`config.mk`:
```
export PLATFORM = sky130hd
export DESIGN_NAME = i2c_bitbang_master_unit
export DESIGN_NICKNAME = d
export VERILOG_FILES = /design/src/design/i2cbb_pkg.sv /design/src/design/i2c_bitbang_master_unit.sv /design/src/design/i2cbb_core.sv /design/src/design/i2cbb_out_reg.sv
export SDC_FILE = /design/constraint.sdc
export NUM_CORES = 1
export LEC_CHECK = 0
export ABC_AREA = 0
export BUFFER_PORTS_ARGS = -buffer_cell sky130_fd_sc_hd__buf_2
export CORE_ASPECT_RATIO = 0.75
export CORE_MARGIN = 2
export CORE_UTILIZATION = 50
export CTS_BUF_LIST = sky130_fd_sc_hd__clkbuf_8
export CTS_CLUSTER_DIAMETER = 80
export DETAILED_ROUTE_END_ITERATION = 12
export PLACE_DENSITY = 0.65
export SETUP_SLACK_MARGIN = 0.3
export SLEW_MARGIN = 20
export SYNTH_ARGS = -nofsm -noshare
export SYNTH_HDL_FRONTEND = slang
export SYNTH_HIERARCHICAL = 1
export SYNTH_SLANG_ARGS = --single-unit
```
`constraint.sdc`:
```
create_clock -name clk -period 4.4 [get_ports clk]
set_input_delay 0.22 -clock clk [delete_from_list [all_inputs] [get_ports clk]]
set_output_delay 0.22 -clock clk [all_outputs]
set_load 0.05 [all_outputs]
```
`src/design/i2cbb_pkg.sv`:
```
`timescale 1ns / 1ps
`default_nettype none
// ----------------------------------------------------------------------------
// i2cbb_pkg
// Shared types for the I2C bit sequencer: command and status codes, the
// command and result transaction structs, and the configuration set.
// ----------------------------------------------------------------------------
package i2cbb_pkg;

  // Command codes carried by one transaction
  typedef enum logic [2:0] {
    CMD_NONE  = 3'd0,
    CMD_START = 3'd1,
    CMD_STOP  = 3'd2,
    CMD_ACK   = 3'd3,
    CMD_NACK  = 3'd4,
    CMD_WACK  = 3'd5,
    CMD_WRITE = 3'd6,
    CMD_READ  = 3'd7
  } cmd_t;

  // Completion status codes
  typedef enum logic [1:0] {
    ST_OK       = 2'd0,
    ST_BUS_BUSY = 2'd1,
    ST_START_ER = 2'd2,
    ST_NO_ACK   = 2'd3
  } status_t;

  localparam int unsigned CFG_IDX_W = 1;
  localparam int unsigned CFG_DATA_W = 8;

  // Register indexes on the write port
  localparam logic [CFG_IDX_W-1:0] REG_PHASE_TICKS = 1'd0;
  localparam logic [CFG_IDX_W-1:0] REG_ACK_TIMEOUT = 1'd1;

  typedef struct packed {
    logic [7:0] phase_ticks;
    logic [7:0] ack_timeout;
  } cfg_t;

  typedef struct packed {
    cmd_t       func;
    logic [7:0] tx_byte;
    logic       msb_first;
    logic       sda_in;
  } cmd_item_t;

  typedef struct packed {
    logic       scl_out;
    logic       sda_out;
    logic       busy_res;
    logic       done_res;
    logic [7:0] rx_byte;
    status_t    status;
  } res_item_t;

endpackage
`default_nettype wire

```
`src/design/i2c_bitbang_master_unit.sv`:
```
`timescale 1ns / 1ps
`default_nettype none
// ----------------------------------------------------------------------------
// i2c_bitbang_master_unit
// I2C master bit sequencer. Each command transaction is one tick: it may
// start a command when idle and advances the SCL/SDA phase sequence.
// ----------------------------------------------------------------------------
//  channel   direction  signals                         carries
//  cmd       in         cmd_valid / cmd_ready / cmd     one tick: func, tx, sda
//  res       out        res_valid / res_ready / res     line drive and status
//  cfg       in         cfg_we / cfg_index / cfg_data   phase_ticks, ack_timeout
//
//  One transaction per cycle while the result register has space; its result
//  is registered there at acceptance, formed by the single next-state pass.
//  cmd_ready drops only while a held result is not taken.
//  Reset (rst, synchronous) idles the sequencer and releases both lines.
// ----------------------------------------------------------------------------
module i2c_bitbang_master_unit (
  input  wire                                   clk,
  input  wire                                   rst,
  input  wire                                   cmd_valid,
  output logic                                  cmd_ready,
  input  i2cbb_pkg::cmd_item_t                  cmd,
  output logic                                  res_valid,
  input  wire                                   res_ready,
  output i2cbb_pkg::res_item_t                  res,
  input  wire                                   cfg_we,
  input  wire  [i2cbb_pkg::CFG_IDX_W-1:0]       cfg_index,
  input  wire  [i2cbb_pkg::CFG_DATA_W-1:0]      cfg_data
);

  i2cbb_pkg::cfg_t      cfg;
  i2cbb_pkg::res_item_t core_res;
  logic                 accept;

  assign accept = cmd_valid && cmd_ready;

  // Write configuration registers
  always_ff @(posedge clk) begin
    if (rst) begin
      cfg.phase_ticks <= 8'd4;
      cfg.ack_timeout <= 8'd255;
    end else if (cfg_we) begin
      case (cfg_index)
        i2cbb_pkg::REG_PHASE_TICKS: cfg.phase_ticks <= cfg_data;
        i2cbb_pkg::REG_ACK_TIMEOUT: cfg.ack_timeout <= cfg_data;
        default: ;
      endcase
    end
  end

  i2cbb_core u_core (
    .clk    (clk),
    .rst    (rst),
    .cfg    (cfg),
    .accept (accept),
    .cmd    (cmd),
    .result (core_res)
  );

  i2cbb_out_reg u_out (
    .clk       (clk),
    .rst       (rst),
    .load      (accept),
    .din       (core_res),
    .space     (cmd_ready),
    .res_valid (res_valid),
    .res_ready (res_ready),
    .res       (res)
  );

endmodule
`default_nettype wire

```
`src/design/i2cbb_core.sv`:
```
`timescale 1ns / 1ps
`default_nettype none
// ----------------------------------------------------------------------------
// i2cbb_core
// Bit sequencer state and the one-pass next-state logic. Each accepted
// transaction is one tick; the state advances and the result is formed.
// ----------------------------------------------------------------------------
module i2cbb_core (
  input  wire                   clk,
  input  wire                   rst,
  input  i2cbb_pkg::cfg_t       cfg,
  input  wire                   accept,
  input  i2cbb_pkg::cmd_item_t  cmd,
  output i2cbb_pkg::res_item_t  result
);

  typedef enum logic [1:0] {
    PH_LOW  = 2'd0,
    PH_HIGH = 2'd1,
    PH_POLL = 2'd2
  } phase_t;

  i2cbb_pkg::cmd_t operation, operation_next;
  phase_t          phase, phase_next;
  logic [3:0]      bit_index, bit_index_next;
  logic [7:0]      shift_reg, shift_reg_next;
  logic [7:0]      tick_count, tick_count_next;
  logic [7:0]      poll_count, poll_count_next;
  logic            scl_line, scl_line_next;
  logic            sda_line, sda_line_next;
  logic            bit_order, bit_order_next;
  logic [7:0]      rx_last, rx_last_next;

  logic               fin;
  i2cbb_pkg::status_t fin_status;
  logic [7:0]         pt;
  logic [7:0]         lim;
  logic [3:0]         bit_inc;
  logic [7:0]         rd_shift;
  logic [7:0]         poll_inc;

  // Zero in either register acts as one
  assign pt  = (cfg.phase_ticks == 8'd0) ? 8'd1 : cfg.phase_ticks;
  assign lim = (cfg.ack_timeout == 8'd0) ? 8'd1 : cfg.ack_timeout;

  assign bit_inc  = bit_index + 4'd1;
  assign rd_shift = {cmd.sda_in, shift_reg[7:1]};
  assign poll_inc = (poll_count < 8'd255) ? poll_count + 8'd1 : poll_count;

  // Advance the sequencer by one tick
  always_comb begin
    operation_next  = operation;
    phase_next      = phase;
    bit_index_next  = bit_index;
    shift_reg_next  = shift_reg;
    tick_count_next = tick_count;
    poll_count_next = poll_count;
    scl_line_next   = scl_line;
    sda_line_next   = sda_line;
    bit_order_next  = bit_order;
    rx_last_next    = rx_last;
    fin             = 1'b0;
    fin_status      = i2cbb_pkg::ST_OK;

    if (operation == i2cbb_pkg::CMD_NONE) begin
      // Idle: take a new command; the accept tick opens the first phase
      if (cmd.func != i2cbb_pkg::CMD_NONE) begin
        operation_next  = cmd.func;
        bit_index_next  = 4'd0;
        poll_count_next = 8'd0;
        phase_next      = PH_LOW;
        tick_count_next = 8'd1;
        case (cmd.func)
          i2cbb_pkg::CMD_START: begin
            scl_line_next = 1'b1;
            sda_line_next = 1'b1;
          end
          i2cbb_pkg::CMD_STOP, i2cbb_pkg::CMD_ACK: begin
            scl_line_next = 1'b0;
            sda_line_next = 1'b0;
          end
          i2cbb_pkg::CMD_WRITE: begin
            bit_order_next = cmd.msb_first;
            scl_line_next  = 1'b0;
            if (cmd.msb_first) begin
              sda_line_next  = cmd.tx_byte[7];
              shift_reg_next = {cmd.tx_byte[6:0], 1'b0};
            end else begin
              sda_line_next  = cmd.tx_byte[0];
              shift_reg_next = {1'b0, cmd.tx_byte[7:1]};
            end
          end
          i2cbb_pkg::CMD_READ: begin
            shift_reg_next = 8'd0;
            scl_line_next  = 1'b0;
            sda_line_next  = 1'b1;
          end
          default: begin
            // nack and wait-ack: SCL low, SDA released
            scl_line_next = 1'b0;
            sda_line_next = 1'b1;
          end
        endcase
      end
    end else if (operation == i2cbb_pkg::CMD_WACK && phase == PH_POLL) begin
      // Poll SDA once per tick
      poll_count_next = poll_inc;
      if (!cmd.sda_in) begin
        scl_line_next  = 1'b0;
        sda_line_next  = 1'b1;
        operation_next = i2cbb_pkg::CMD_NONE;
        phase_next     = PH_LOW;
        fin            = 1'b1;
      end else if (poll_inc >= lim) begin
        scl_line_next  = 1'b0;
        sda_line_next  = 1'b1;
        operation_next = i2cbb_pkg::CMD_NONE;
        phase_next     = PH_LOW;
        fin            = 1'b1;
        fin_status     = i2cbb_pkg::ST_NO_ACK;
      end
    end else if (tick_count < pt) begin
      tick_count_next = tick_count + 8'd1;
    end else begin
      // End of a phase
      tick_count_next = 8'd1;
      case (operation)
        i2cbb_pkg::CMD_START: begin
          if (phase == PH_LOW) begin
            if (!cmd.sda_in) begin
              fin        = 1'b1;
              fin_status = i2cbb_pkg::ST_BUS_BUSY;
            end else begin
              phase_next    = PH_HIGH;
              scl_line_next = 1'b1;
              sda_line_next = 1'b0;
            end
          end else if (phase == PH_HIGH) begin
            if (cmd.sda_in) begin
              fin        = 1'b1;
              fin_status = i2cbb_pkg::ST_START_ER;
            end else begin
              phase_next    = PH_POLL;
              scl_line_next = 1'b0;
              sda_line_next = 1'b0;
            end
          end else begin
            fin = 1'b1;
          end
        end
        i2cbb_pkg::CMD_STOP: begin
          if (phase == PH_LOW) begin
            phase_next    = PH_HIGH;
            scl_line_next = 1'b1;
            sda_line_next = 1'b0;
          end else begin
            scl_line_next = 1'b1;
            sda_line_next = 1'b1;
            fin           = 1'b1;
          end
        end
        i2cbb_pkg::CMD_WACK: begin
          if (phase == PH_LOW) begin
            phase_next    = PH_HIGH;
            scl_line_next = 1'b1;
            sda_line_next = 1'b1;
          end else begin
            // First poll at the end of the high phase
            poll_count_next = 8'd1;
            if (!cmd.sda_in) begin
              scl_line_next = 1'b0;
              sda_line_next = 1'b1;
              fin           = 1'b1;
            end else if (lim <= 8'd1) begin
              scl_line_next = 1'b0;
              sda_line_next = 1'b1;
              fin           = 1'b1;
              fin_status    = i2cbb_pkg::ST_NO_ACK;
            end else begin
              phase_next = PH_POLL;
            end
          end
        end
        i2cbb_pkg::CMD_WRITE: begin
          if (phase == PH_LOW) begin
            phase_next    = PH_HIGH;
            scl_line_next = 1'b1;
          end else begin
            bit_index_next = bit_inc;
            if (bit_inc >= 4'd8) begin
              scl_line_next = 1'b0;
              fin           = 1'b1;
            end else begin
              phase_next    = PH_LOW;
              scl_line_next = 1'b0;
              if (bit_order) begin
                sda_line_next  = shift_reg[7];
                shift_reg_next = {shift_reg[6:0], 1'b0};
              end else begin
                sda_line_next  = shift_reg[0];
                shift_reg_next = {1'b0, shift_reg[7:1]};
              end
            end
          end
        end
        i2cbb_pkg::CMD_READ: begin
          if (phase == PH_LOW) begin
            phase_next    = PH_HIGH;
            scl_line_next = 1'b1;
            sda_line_next = 1'b1;
          end else begin
            shift_reg_next = rd_shift;
            bit_index_next = bit_inc;
            scl_line_next  = 1'b0;
            sda_line_next  = 1'b1;
            if (bit_inc >= 4'd8) begin
              rx_last_next = rd_shift;
              fin          = 1'b1;
            end else begin
              phase_next = PH_LOW;
            end
          end
        end
        default: begin
          // ack and nack: SCL high, then low at the end
          if (phase == PH_LOW) begin
            phase_next    = PH_HIGH;
            scl_line_next = 1'b1;
          end else begin
            scl_line_next = 1'b0;
            fin           = 1'b1;
          end
        end
      endcase
      if (fin) begin
        operation_next = i2cbb_pkg::CMD_NONE;
        phase_next     = PH_LOW;
        tick_count_next = tick_count;
      end
    end
  end

  // Form the result of this tick
  always_comb begin
    result.scl_out  = scl_line_next;
    result.sda_out  = sda_line_next;
    result.busy_res = (operation_next != i2cbb_pkg::CMD_NONE);
    result.done_res = fin;
    result.rx_byte  = rx_last_next;
    result.status   = fin ? fin_status : i2cbb_pkg::ST_OK;
  end

  // Hold sequencer state; advance on each accepted transaction
  always_ff @(posedge clk) begin
    if (rst) begin
      operation  <= i2cbb_pkg::CMD_NONE;
      phase      <= PH_LOW;
      bit_index  <= 4'd0;
      shift_reg  <= 8'd0;
      tick_count <= 8'd0;
      poll_count <= 8'd0;
      scl_line   <= 1'b1;
      sda_line   <= 1'b1;
      bit_order  <= 1'b1;
      rx_last    <= 8'd0;
    end else if (accept) begin
      operation  <= operation_next;
      phase      <= phase_next;
      bit_index  <= bit_index_next;
      shift_reg  <= shift_reg_next;
      tick_count <= tick_count_next;
      poll_count <= poll_count_next;
      scl_line   <= scl_line_next;
      sda_line   <= sda_line_next;
      bit_order  <= bit_order_next;
      rx_last    <= rx_last_next;
    end
  end

endmodule
`default_nettype wire

```
`src/design/i2cbb_out_reg.sv`:
```
`timescale 1ns / 1ps
`default_nettype none
// ----------------------------------------------------------------------------
// i2cbb_out_reg
// Result register: holds one result transaction until the consumer takes
// it, and lets a new one load in the same cycle as the old one leaves.
// ----------------------------------------------------------------------------
module i2cbb_out_reg (
  input  wire                   clk,
  input  wire                   rst,
  input  wire                   load,
  input  i2cbb_pkg::res_item_t  din,
  output logic                  space,
  output logic                  res_valid,
  input  wire                   res_ready,
  output i2cbb_pkg::res_item_t  res
);

  // Accept upstream when empty or when the held result leaves now
  assign space = !res_valid || res_ready;

  // Hold valid
  always_ff @(posedge clk) begin
    if (rst) begin
      res_valid <= 1'b0;
    end else if (load) begin
      res_valid <= 1'b1;
    end else if (res_ready) begin
      res_valid <= 1'b0;
    end
  end

  // Load payload
  always_ff @(posedge clk) begin
    if (load) begin
      res <= din;
    end
  end

endmodule
`default_nettype wire

```
# Word-level counts from Yosys, hierarchy flattened
# Cells that the tools add are included.
# classes
n_lt_le_gt_ge	5
muxes	130
bitwise_logic	2
addsub	3
n_eq_ne	30
n_reduce_logical	26
# ops
operator	n
$mux W8	29
$mux W2	27
$mux W1	53
$pmux W8 S2	2
$mux W4	6
$mux W3	7
$add A8 B1 Y8 const B	2
$logic_not A8 Y1	2
$eq A3 B3 Y1 const B	5
$ne A6 B5 Y1 const B	2
$reduce_bool A3 Y1	4
$reduce_and A11 Y1	1
$eq A3 B2 Y1 const B	3
$ne A3 B1 Y1 const B	3
$ne A3 B2 Y1 const B	3
$reduce_and A9 Y1	1
$ge A8 B8 Y1	1
$le A8 B1 Y1 const B	1
$lt A8 B8 Y1	1
$lt A8 B8 Y1 const B	1
$reduce_and A4 Y1	2
$reduce_bool A7 Y1	1
$eq A3 B1 Y1 const B	2
$ne A2 B1 Y1 const B	3
27 further kinds	34
# word_totals
output_inout_bits	16
word_cells	215
regBits	75
input_bits	27

# Logic depth before layout (Yosys ltp)
# Gate-level depths: netlist (run 1).
# logic_depth
depth_word	15
mapped_depth	15
ltp_nobuf	15

# By module
# Netlist (run 1), hierarchy kept.
# by_module_without_submodules
module	instances	cells_per_inst	seq_area_each_um2	area_each_um2
i2cbb_core	1	421	880.8	3326.9
i2c_bitbang_master_unit	1	64	320.3	693.2
i2cbb_out_reg	1	18	440.4	466.7

# Least setup slack after synthesis (run 1)
# OpenSTA, ideal clock, no wires.
# synth_path
path_type	reg2reg
startpoint	register u_core.poll_count[0]
endpoint	register, netlist name u_out/res[12]
n_path_buf	1
synth_period_minus_slack_ns	3.132
required_time_ns	4.149
setup_slack_ns	1.268
path_stages_with_launch	16
setup_time_ns	0.251
arrival_time_ns	2.881
path_cell_list	dfxtp_1 ha_1 nand2_1 nor2_1 nand3_1 nand2b_1 nor2_1 xor2_1 ha_1 a21o_1 a21oi_1 o21ai_0 a211oi_1 a21oi_1 a21o_1 buf_4
# synth_between
elab_chain_cells	7
word_cells_on_any_way	8
classes_between	add/sub: 1; order compare: 2; mux: 5
# synth_rtl
item	line	rtl
start, declared	i2cbb_core.sv:28	logic [7:0] poll_count, poll_count_next;
start signal, assigned	i2cbb_core.sv:272	poll_count <= poll_count_next;
$add A8 B1 Y8 / $lt A8 B8 Y1 (equally long branches)	i2cbb_core.sv:48	assign poll_inc = (poll_count < 8'd255) ? poll_count + 8'd1 : poll_count;
$mux W8 *	i2cbb_core.sv:48	
$ge A8 B8 Y1 *	i2cbb_core.sv:114	end else if (poll_inc >= lim) begin
$mux W1 *	i2cbb_core.sv:114	
$mux W1 *	i2cbb_core.sv:108	if (!cmd.sda_in) begin
$mux W1 *	i2cbb_core.sv:105	end else if (operation == i2cbb_pkg::CMD_WACK && phase == PH_POLL) begin
$mux W1 *	i2cbb_core.sv:65	if (operation == i2cbb_pkg::CMD_NONE) begin
net u_core.sda_line_next	i2cbb_core.sv:30	logic sda_line, sda_line_next;
# Mark *: on every way through the listed nets, which the timed path passes. The rest lies on a longest branch.
# A chain may end at the register's enable or synchronous reset.

# Worst setup path in the final report (run 1)
# layout_path
startpoint	register u_core.poll_count[0]
endpoint	register u_core.sda_line
# layout_between
elab_chain_cells	7
word_cells_on_any_way	8
classes_between	add/sub: 1; order compare: 2; mux: 5
# layout_rtl
item	line	rtl
$add A8 B1 Y8 / $lt A8 B8 Y1 (equally long branches)	i2cbb_core.sv:48	
$mux W8 *	i2cbb_core.sv:48	
$ge A8 B8 Y1 *	i2cbb_core.sv:114	
$mux W1 *	i2cbb_core.sv:114	
$mux W1 *	i2cbb_core.sv:108	
$mux W1 *	i2cbb_core.sv:105	
$mux W1 *	i2cbb_core.sv:65	
end signal, assigned	i2cbb_core.sv:274	sda_line <= sda_line_next;
end, declared	i2cbb_core.sv:30	
# Mark *: on every way between the ends. The rest lies on a longest branch, timed or not.

==> results of run 1 <==
## power by group through the flow
| stage | registers, mW | clock network (mW) | logic (mW) |
|---|---|---|---|
| after floorplan | 0.795 | 0 | 0.194 |
| after global routing | 0.770 | 0.566 | 0.305 |
| after global placement | 0.780 | 0 | 0.271 |
| final | 0.765 | 0.523 | 0.279 |
| after CTS | 0.764 | 0.540 | 0.276 |
| after detailed placement | 0.780 | 0 | 0.274 |
## worst min-delay path by stage
stage,startpoint,endpoint,cells after the start
4_1_cts,cfg_data[1],cfg[9],3
3_5_place_dp,cfg[8],cfg[8],2
6_report,cfg_data[1],cfg[9],3
5_1_grt,res_ready,u_out/res_valid,3
3_3_place_gp,cfg[0],cfg[0],1
2_1_floorplan,rst,u_out/res_valid,1
## tightest hold or removal path: stages
cell	delay [ns]
buf_2	0.10
nand4bb_1	0.08
o21ai_1	0.05
## metal layers
metal,part of all wire [%],wire (µm),vias up
li1,-,-,1893
met1,52,5620,1783
met2,41,4390,108
met3,5.9,631,14
met4,0.91,98,0
met5,0,0,-
## placed cells by master, fill, tap and decap left out, drive strengths merged, types with 8 or more instances in the layout
cell,instances
nand3,15
o21ai,26
nand4,8
dfxtp,61
nand2b,25
mux2,9
nand2,23
clkbuf,9
nor2,53
xor2,8
inv,32
edfxtp,14
a211o,11
buf,45
o2bb2ai,8
mux2i,26
ha,18
a21oi,19
nor3,22
## cell families (layout without fill, tap and decap cells)
kind of cell	after synthesis	after routing	share of synthesized area [%]
AND/OR/NAND/NOR	188	188	23.1
AO/OA/AOI/OAI	116	116	18.9
flip-flops	75	75	36.6
buffers and inverters	59	88	6.00
multiplexers	35	35	8.06
adder cells (fa/ha/maj)	18	18	5.02
XOR/XNOR	12	12	2.34
## layout make-up
class,count,area share [%]
Clock buffer,9,2.54
Multi-Input combinational cell,369,52.8
Sequential cell,75,33.6
Timing Repair Buffer,45,4.77
Tap cell,108,2.77
Inverter,27,2.08
Clock inverter,7,1.38
==> summary.md, run 1 <==
| Metric | Value |
|---|---|
| Slowest cell on crit path | a211oi_1 |
| # DRC | 0 |
| Synth Flop Type | dfxtp_1 |
| Final WL | 10.7 mm |
| CP delay by family, top | compound AO/OA/AOI/OAI gates |
| CTS Hold Buffers Added | 0 |
| Via count | roughly 3800 |
| Rel. slew slack | a little under half |
| Setup ws final | 0.656 ns |
| Clk_skew | around 0.008 ns |
| Final Hold Fails | 0 |
| Post-synth EDFFs | 14 |
| Final min period | approximately 3.7 ns |
| DR iter-0 viols | 306 |
| Num CTS Buffers | 9 |
| Fillcell total | between 800 and 900 |
| Largest cells by area after synthesis | dfxtp_1 27%, edfxtp_1 9.4%, mux2i_1 5.8% |
| Routed len/inst | 16.8 µm |
| Cell total after placement | about 620 |
| Async set or reset register ratio after synthesis | 0% |
| Psw | between 0.5 and 0.6 mW |
| Final ANT Viol Nets | 0 |
| Clk pwr share | approximately a third |
| # diodes | 0 |
| # Post-CTS Setup Buffers | 0 |
| Count leader, synth | dfxtp_1 |
| GRT Total Usage | a little under a quarter |
| Netlist cell types | around 70 |
| Arrival time at the worst endpoint | 4.00 ns |
| Router iterations before antenna repair | 6 |
| Met1 GRT Util | about a third |
| Starting Density | between 50% and 60% |
| Die extent in y | between 80 and 90 µm |
| RSZ-0062 raised after global routing | false |
| FF+latch area | ~1600 µm² |
| Cells along the critical path | ha_1, nand2_1, nor2_1, nand3_1, nand2b_1, nor2_1, xor2_1, ha_1, a21o_1, a21oi_1, o21ai_0, a211oi_1, nor2b_1, a2bb2oi_1, a211o_1 |
| Pint | between 1 and 1.5 mW |
| Share of cells above drive strength 1 | approximately 17% |
| Post-Syn Instances | between 500 and 600 |
| Busiest grt layer | met1 |
| Reg2reg path depth | 15 |
| Post-synth top cells | 61 x dfxtp_1, 53 x nor2_1, 27 x inv_1, 26 x mux2i_1, 24 x nand2b_1 |
| Multi-input logic area | ~2600 µm² |
| DP Area | 4690 µm² |
| Final Util | 56.7% |
| Crit end category | flip-flop |
| Most flop-heavy register | cfg |
| Ys Warns | 6 |
| Worst skew pair latency | ~0.37 ns |
| RR Startpoint | u_core/poll_count[0] |
| CTS resizes | 0 |
| Dpl ws | just over 0.7 ns |
| Hold WC Path Type | in -> reg |
| Max Fclk | roughly 270 MHz |
| Fin Hold WS | between 0.1 and 0.15 ns |
| Area of the core | about 8600 µm² |
| Gpl congestion | approximately 0.94 |
| Worst Path Max Fanout | 7 |
| Largest register FFs | 16 |
| Net Count, Synth | 548 |
| Logic pwr share | between 10% and 20% |
| Crit path depth | 15 |
| CP Data Required Time | between 4 and 5 ns |
| Synthesized flop and latch total | 75 |
| Part of the power in registers | roughly 49% |
| Port-buffer cells | 42 |
| Detail Placement HPWL | between 7 and 8 mm |
| Design Power | between 1.5 and 2 mW |
| TNS Setup | 0 ns |
| Power density over the cells | 321 nW/µm² |
| Largest regs | cfg (16), u_out/res (14) |
| GR Layer Usage met2 | roughly 33% |
| Clock buffer depth | 2 |
| Flop2flop setup slack | 0.66 ns |
| Worst Setup SP | u_core/poll_count[0] |
| Met3 Usage GRT | under 10% |
| Worst-margin pin slew | 0.819 ns |
| Max-cap violation count | 0 |
| CP Buf/Inv Count | 0 |
| Setup crit end | u_core/sda_line |
| Mean post-synth cell area | about 8.9 µm² |
| Max IR drop VDD | around 200 µV |
| Fin crit share | 85.1% |
| Reg-to-Reg End | u_core/sda_line |
| Worst Setup Path Type | reg -> reg |
| Global-route wire length before repair | roughly 18 mm |
| Switching share of power | about a third |
| Post-synthesis sequential area ratio | 36.6% |
| Final Net Count | 572 |
| Mapped cell area | between 4000 and 5000 µm² |
| Final setup viols | 0 |
| Pin count of the biggest net entering global routing | 67 |
| CTS root buf | clkbuf_8 |
| Run status | complete, no violations |
| CP peak stage delay | 0.63 ns |
| Final Max Tran Viols | 0 |
| DR vias/cell | between 5 and 6 |
| Design area | roughly 4900 µm² |
| # clock sinks | 75 |
| Worst setup SP type | flip-flop |
| Area leader, netlist | dfxtp_1 |
| Area growth syn-to-layout | 8.73% |
| Core Rows | 29 |
| Ports | 43 |
| H-tree lvl count | 3 |
| Area share of the largest cell type after synthesis | a little over a quarter |
| CTS tree | done |
| Initial antenna violation count | 0 |
| Overflow after GRT | 0 |
| Die extent in x | roughly 110 µm |
| Final non-filler cell total | 640 |
| Total Die Area | about 9800 µm² |
| Leak | 2.03 nW |
| Worst-path clk slew | roughly 0.090 ns |
| Vias in the first global route | 3480 |
(Power assumes the default switching activity.)
==> run 2: changes to the inputs <==
- PLACE_DENSITY: 0.65 -> 0.68
- clock period: 4.4 -> 3.1 ns (I/O delays scaled with it)
==> summary.md, run 2 (synthesis results as in run 1) <==
| Metric | Value |
|---|---|
| Rel. slew slack | 52.1% (was 45.4%) |
| Worst Setup Path Type | reg -> reg (unchanged) |
| RSZ-0062 raised after global routing | true (was false) |
| CTS root buf | clkbuf_8 (unchanged) |
| Die extent in y | 86.0 µm (unchanged) |
| Final WL | 11.2 mm (was 10.7 mm) |
| Max Fclk | 348 MHz (was 267 MHz) |
| Ports | 43 (unchanged) |
| H-tree lvl count | 3 (unchanged) |
| Global-route wire length before repair | 18.3 mm (was 17.7 mm) |
| GRT Total Usage | 23.7% (was 22.8%) |
| Port-buffer cells | 42 (unchanged) |
| Most flop-heavy register | cfg (unchanged) |
| Worst-margin pin slew | 0.718 ns (was 0.819 ns) |
| Arrival time at the worst endpoint | 3.13 ns (was 4.00 ns) |
| Pin count of the biggest net entering global routing | 38 (was 67) |
| Leak | 2.22 nW (was 2.03 nW) |
| Starting Density | 52.2% (unchanged) |
| Share of cells above drive strength 1 | 25.4% (was 16.9%) |
| Initial antenna violation count | 0 (unchanged) |
| Final Util | 60.8% (was 56.7%) |
| Vias in the first global route | 3720 (was 3480) |
| Largest regs | cfg (16), u_out/res (14) (unchanged) |
| Worst Path Max Fanout | 4 (was 7) |
| Clock buffer depth | 2 (unchanged) |
| DR vias/cell | 5.98 (was 5.93) |
| Run status | complete, no violations (unchanged) |
| CTS Hold Buffers Added | 0 (unchanged) |
| Final Net Count | 599 (was 572) |
| Crit end category | flip-flop (unchanged) |
| Die extent in x | 113 µm (unchanged) |
| TNS Setup | 0 ns (unchanged) |
| Fin crit share | 92.7% (was 85.1%) |
| CTS tree | done (unchanged) |
| Max-cap violation count | 0 (unchanged) |
| Final Max Tran Viols | 0 (unchanged) |
| # diodes | 0 (unchanged) |
| Commonest non-fill, non-tap cell in the layout | dfxtp_1 (unchanged) |
| Largest register FFs | 16 (unchanged) |
| Clk_skew | 0.0110 ns (was 0.00814 ns) |
| Routed len/inst | 16.9 µm (was 16.8 µm) |
| # clock sinks | 75 (unchanged) |
| Max IR drop VDD | 302 µV (was 198 µV) |
| DR iter-0 viols | 358 (was 306) |
| Commonest cells after routing, fill and taps aside | 57 x dfxtp_1, 50 x nor2_1, 42 x buf_2 (was 61 x dfxtp_1, 53 x nor2_1, 42 x buf_2) |
| CP Data Required Time | 3.36 ns (was 4.66 ns) |
| Core Rows | 29 (unchanged) |
| Flop2flop setup slack | 0.23 ns (was 0.66 ns) |
| Final Hold Fails | 0 (unchanged) |
| Final ANT Viol Nets | 0 (unchanged) |
| Hold WC Path Type | in -> reg (unchanged) |
| Detail Placement HPWL | 8.13 mm (was 7.66 mm) |
| Area of the core | 8600 µm² (unchanged) |
| Router iterations before antenna repair | 5 (was 6) |
| Final setup viols | 0 (unchanged) |
| Worst setup SP type | flip-flop (unchanged) |
| Overflow after GRT | 0 (unchanged) |
| Gpl congestion | 0.962 (was 0.941) |
| Num CTS Buffers | 9 (unchanged) |
| Total Die Area | 9760 µm² (unchanged) |
| Power density over the cells | 426 nW/µm² (was 321 nW/µm²) |
| Worst-path clk slew | 0.08 ns (was 0.09 ns) |
| # DRC | 0 (unchanged) |
| Final min period | 2.87 ns (was 3.74 ns) |
| Worst skew pair latency | 0.37 ns (about the same) |
| Via count | 3989 (was 3798) |
| Area growth syn-to-layout | 16.6% (was 8.73%) |
run 2: changes by cell type in the layout (fill, tap and decap cells not counted), sizes merged:
| cell | before | now |
|---|---|---|
| inv | 32 | 31 |
| buf | 45 | 72 |
| clkinvlp | 1 | 2 |
run 2: critical path, cell delays in order, from the launching register on:
cell and delay, ns:
dfxtp_4 0.36, ha_4 0.16, nand2_4 0.08, nor2_4 0.04
buf_4 0.12, buf_4 0.12, buf_4 0.12, buf_4 0.13
nor2_1 0.13, a21oi_2 0.07, ha_1 0.31, a21oi_2 0.17
o21ai_2 0.10, a211oi_4 0.37, nor2b_2 0.10, a2bb2oi_1 0.14
a211o_1 0.24
run 2: final cells by class:
| cell class | count | area, µm² |
|---|---|---|
| Fill cell | 763 | 3370 |
| Multi-Input combinational cell | 369 | 2710 |
| Clock inverter | 7 | 58.8 |
| Sequential cell | 75 | 1650 |
| Clock buffer | 9 | 124 |
| Timing Repair Buffer | 72 | 448 |
| Tap cell | 108 | 135 |
| Inverter | 27 | 101 |
run 2: power by group:
part / switching, mW / internal (mW) / total, mW
logic: 0.273 / 0.163 / 0.436
registers: 0.0486 / 1.04 / 1.09
clock network: 0.402 / 0.302 / 0.704
total: 0.724 / 1.50 / 2.23
run 2: stage by stage:
| step | setup slack, ns | total power, mW | cells | hold WS [ns] | cell area [µm²] |
|---|---|---|---|---|---|
| 3_5_place_dp | 0.0349 | 1.51 | 636 | 0.437 | 4810 |
| 3_3_place_gp | 0.146 | 1.50 | 636 | 0.439 | 4810 |
| 4_1_cts | 0.301 | 2.23 | 662 | 0.0540 | 5100 |
| 6_report | 0.226 | 2.23 | 667 | 0.0680 | 5230 |
| 5_1_grt | 0.107 | 2.34 | 667 | 0.0620 | 5230 |
| 2_1_floorplan | 0.312 | 1.40 | 503 | 0.217 | 4520 |
run 2: timing repair:
item,CTS,global route
pin swaps,6,9
buffers inserted,10,5
setup endpoints to repair,11,29
gates resized for setup,8,17
run 2: worst paths after layout:
kind	endpoint	start	depth (start not counted)
setup / recovery	u_core/sda_line	u_core/poll_count[0]	16
hold / removal	cfg[10]	cfg_data[2]	3
setup reg to reg	u_core/sda_line	u_core/poll_count[0]	16
hold reg to reg	cfg[8]	cfg[8]	2
run 2: layer usage:
metal | part of all wire, % | wire length [µm] | GRT usage [%] | vias up
met5 | 0 | 0 | 0 | -
met4 | 0.99 | 111 | 6.43 | 0
met1 | 49 | 5520 | 35.0 | 1895
li1 | - | - | - | 1942
met2 | 43 | 4840 | 34.3 | 142
met3 | 6.9 | 771 | 5.94 | 10
==> run 3: changes to the inputs <==
- CORE_UTILIZATION: 50 -> 56
- PLACE_DENSITY: 0.68 -> 0.75
==> summary.md, run 3 (synthesis results as in run 1) <==
| Metric | Value |
|---|---|
| Run status | complete, no violations (unchanged) |
| Gpl congestion | 0.960 (was 0.962) |
| DR iter-0 viols | 498 (was 358) |
| Max Fclk | 352 MHz (was 348 MHz) |
| Final Net Count | 591 (was 599) |
| Overflow after GRT | 0 (unchanged) |
| Flop2flop setup slack | 0.26 ns (was 0.23 ns) |
| TNS Setup | 0 ns (unchanged) |
| # clock sinks | 75 (unchanged) |
| Design area | 5190 µm² (was 5230 µm²) |
| Worst hold path cell count | 3 (unchanged) |
| RSZ-0062 raised after global routing | true (unchanged) |
| Fin crit share | 91.7% (was 92.7%) |
| Total Die Area | 8750 µm² (was 9760 µm²) |
| Die extent in y | 81.5 µm (was 86.0 µm) |
| Global-route wire length before repair | 18.3 mm (about the same) |
| Initial antenna violation count | 0 (unchanged) |
| CP Data Required Time | 3.35 ns (was 3.36 ns) |
| Area of the core | 7850 µm² (was 8600 µm²) |
| Reg-to-Reg End | u_core/sda_line (unchanged) |
| GRT Total Usage | 26.6% (was 23.7%) |
| Worst Setup Path Type | reg -> reg (unchanged) |
| Final Hold Fails | 0 (unchanged) |
| CP delay by family, top | compound AO/OA/AOI/OAI gates (unchanged) |
| Final Max Tran Viols | 0 (unchanged) |
| CTS root buf | clkbuf_8 (unchanged) |
| Final setup viols | 0 (unchanged) |
| Largest regs | cfg (16), u_out/res (14) (unchanged) |
| Vias in the first global route | 3675 (was 3720) |
| Num CTS Buffers | 9 (unchanged) |
| Starting Density | 57.2% (was 52.2%) |
| Via count | 4008 (was 3989) |
| Routed len/inst | 17.2 µm (was 16.9 µm) |
| Design Power | 2.23 mW (about the same) |
| Slowest cell on crit path | dfxtp_4 (was a211oi_4) |
| Commonest cells after routing, fill and taps aside | 56 x dfxtp_1, 51 x nor2_1, 42 x buf_2 (was 57 x dfxtp_1, 50 x nor2_1, 42 x buf_2) |
| Port-buffer cells | 42 (unchanged) |
| HP Start | res_ready (was cfg_data[2]) |
| Core Rows | 28 (was 29) |
| Worst Path Max Fanout | 4 (unchanged) |
| H-tree lvl count | 3 (unchanged) |
| Largest register FFs | 16 (unchanged) |
| Crit end category | flip-flop (unchanged) |
| Worst-margin pin slew | 0.953 ns (was 0.718 ns) |
| # diodes | 0 (unchanged) |
| CP peak stage delay | 0.37 ns (about the same) |
| CTS Hold Buffers Added | 0 (unchanged) |
| Final min period | 2.84 ns (was 2.87 ns) |
| Die extent in x | 107 µm (was 113 µm) |
| Detail Placement HPWL | 7.69 mm (was 8.13 mm) |
| CTS tree | done (unchanged) |
| Router iterations before antenna repair | 5 (unchanged) |
| CP Buf/Inv Count | 0 (was 4) |
| # DRC | 0 (unchanged) |
| Worst setup SP type | flip-flop (unchanged) |
| Hold WC Path Type | in -> reg (unchanged) |
| Pin count of the biggest net entering global routing | 56 (was 38) |
| Leak | 2.19 nW (was 2.22 nW) |
| Final ANT Viol Nets | 0 (unchanged) |
| Ports | 43 (unchanged) |
| Reg2reg path depth | 13 (was 16) |
| Most flop-heavy register | cfg (unchanged) |
| Rel. slew slack | 36.5% (was 52.1%) |
| Area growth syn-to-layout | 15.7% (was 16.6%) |
| Final WL | 11.3 mm (was 11.2 mm) |
| Hold Path End | u_out/res_valid (was cfg[10]) |
| Clk_skew | 0.0155 ns (was 0.0110 ns) |
| Most frequent cell on the critical path | a211o_1 (was buf_4) |
| Worst-path clk slew | 0.09 ns (was 0.08 ns) |
| RR Startpoint | u_core/poll_count[0] (unchanged) |
| Max-cap violation count | 0 (unchanged) |
| Share of cells above drive strength 1 | 24.0% (was 25.4%) |
| DR vias/cell | 6.11 (was 5.98) |
| Power density over the cells | 430 nW/µm² (was 426 nW/µm²) |
| Commonest non-fill, non-tap cell in the layout | dfxtp_1 (unchanged) |
| Max IR drop VDD | 217 µV (was 302 µV) |
| Cells along the critical path | ha_4, nand2_4, nor2_4, nand3_4, xnor2_4, ha_1, nand2b_4, a21o_1, a211o_1, a211oi_4, nor2b_2, a2bb2oi_1, a211o_1 (was ha_4, nand2_4, nor2_4, buf_4, buf_4, buf_4, buf_4, nor2_1, a21oi_2, ha_1, a21oi_2, o21ai_2, a211oi_4, nor2b_2, a2bb2oi_1, a211o_1) |
| DP Area | 4760 µm² (was 4810 µm²) |
| Arrival time at the worst endpoint | 3.09 ns (was 3.13 ns) |
| Worst skew pair latency | 0.36 ns (was 0.37 ns) |
| Clock buffer depth | 2 (unchanged) |
[run 3: metrics by stage]
step / instances / utilization, % / worst slack (ns) / hold slack, ns
2_1_floorplan: 503 / - / 0.312 / 0.217
6_report: 656 / 66.2 / 0.257 / 0.0784
3_5_place_dp: 627 / 60.6 / 0.0388 / 0.453
3_3_place_gp: 627 / 60.6 / 0.196 / 0.441
4_1_cts: 651 / 64.4 / 0.304 / 0.0695
5_1_grt: 656 / 66.2 / 0.143 / 0.0641
[run 3: tightest hold or removal path: cells and delay by family]
family | cells | cell delay, ns
simple gates | 1 | 0.11
buf+inv | 1 | 0.07
compound gates | 1 | 0.04
[run 3: worst max-delay path by stage]
stage                                    start         endpoint  slack, ns  cells after the start
after global routing      u_core/poll_count[0]  u_core/phase[1]       0.14                     14
after CTS                 u_core/poll_count[1]  u_core/phase[0]       0.30                     13
after global placement    u_core/poll_count[0]  u_core/sda_line       0.20                     15
after detailed placement  u_core/poll_count[0]  u_core/sda_line       0.04                     15
final                     u_core/poll_count[0]  u_core/sda_line       0.26                     13
after floorplan           u_core/poll_count[0]    u_out/res[12]       0.31                     12
[run 3: per-layer routing]
layer / GRT usage (%) / routed length, µm / up-vias
met5: 0 / 0 / -
met4: 5.13 / 104 / 0
met3: 6.19 / 920 / 17
met2: 41.6 / 5030 / 154
met1: 38.0 / 5190 / 1910
li1: - / - / 1927
[run 3: layout make-up]
cell class,instances,area [µm²]
Multi-Input combinational cell,369,2720
Fill cell,666,2660
Sequential cell,75,1650
Timing Repair Buffer,64,400
Tap cell,105,131
Clock buffer,9,124
Inverter,27,101
Clock inverter,7,60.1
[run 3: repair_timing]
action	CTS	global route
gates resized for setup	13	13
pin swaps	7	12
gates cloned	0	0
endpoints found under the setup margin	12	30
setup buffers	8	5
hold endpoints to repair	0	0
[run 3: where the power goes]
part / switching (mW) / internal, mW / leakage (nW)
clock network: 0.411 / 0.303 / 0.0844
registers: 0.0462 / 1.04 / 0.638
logic: 0.278 / 0.158 / 1.46
total: 0.735 / 1.50 / 2.19
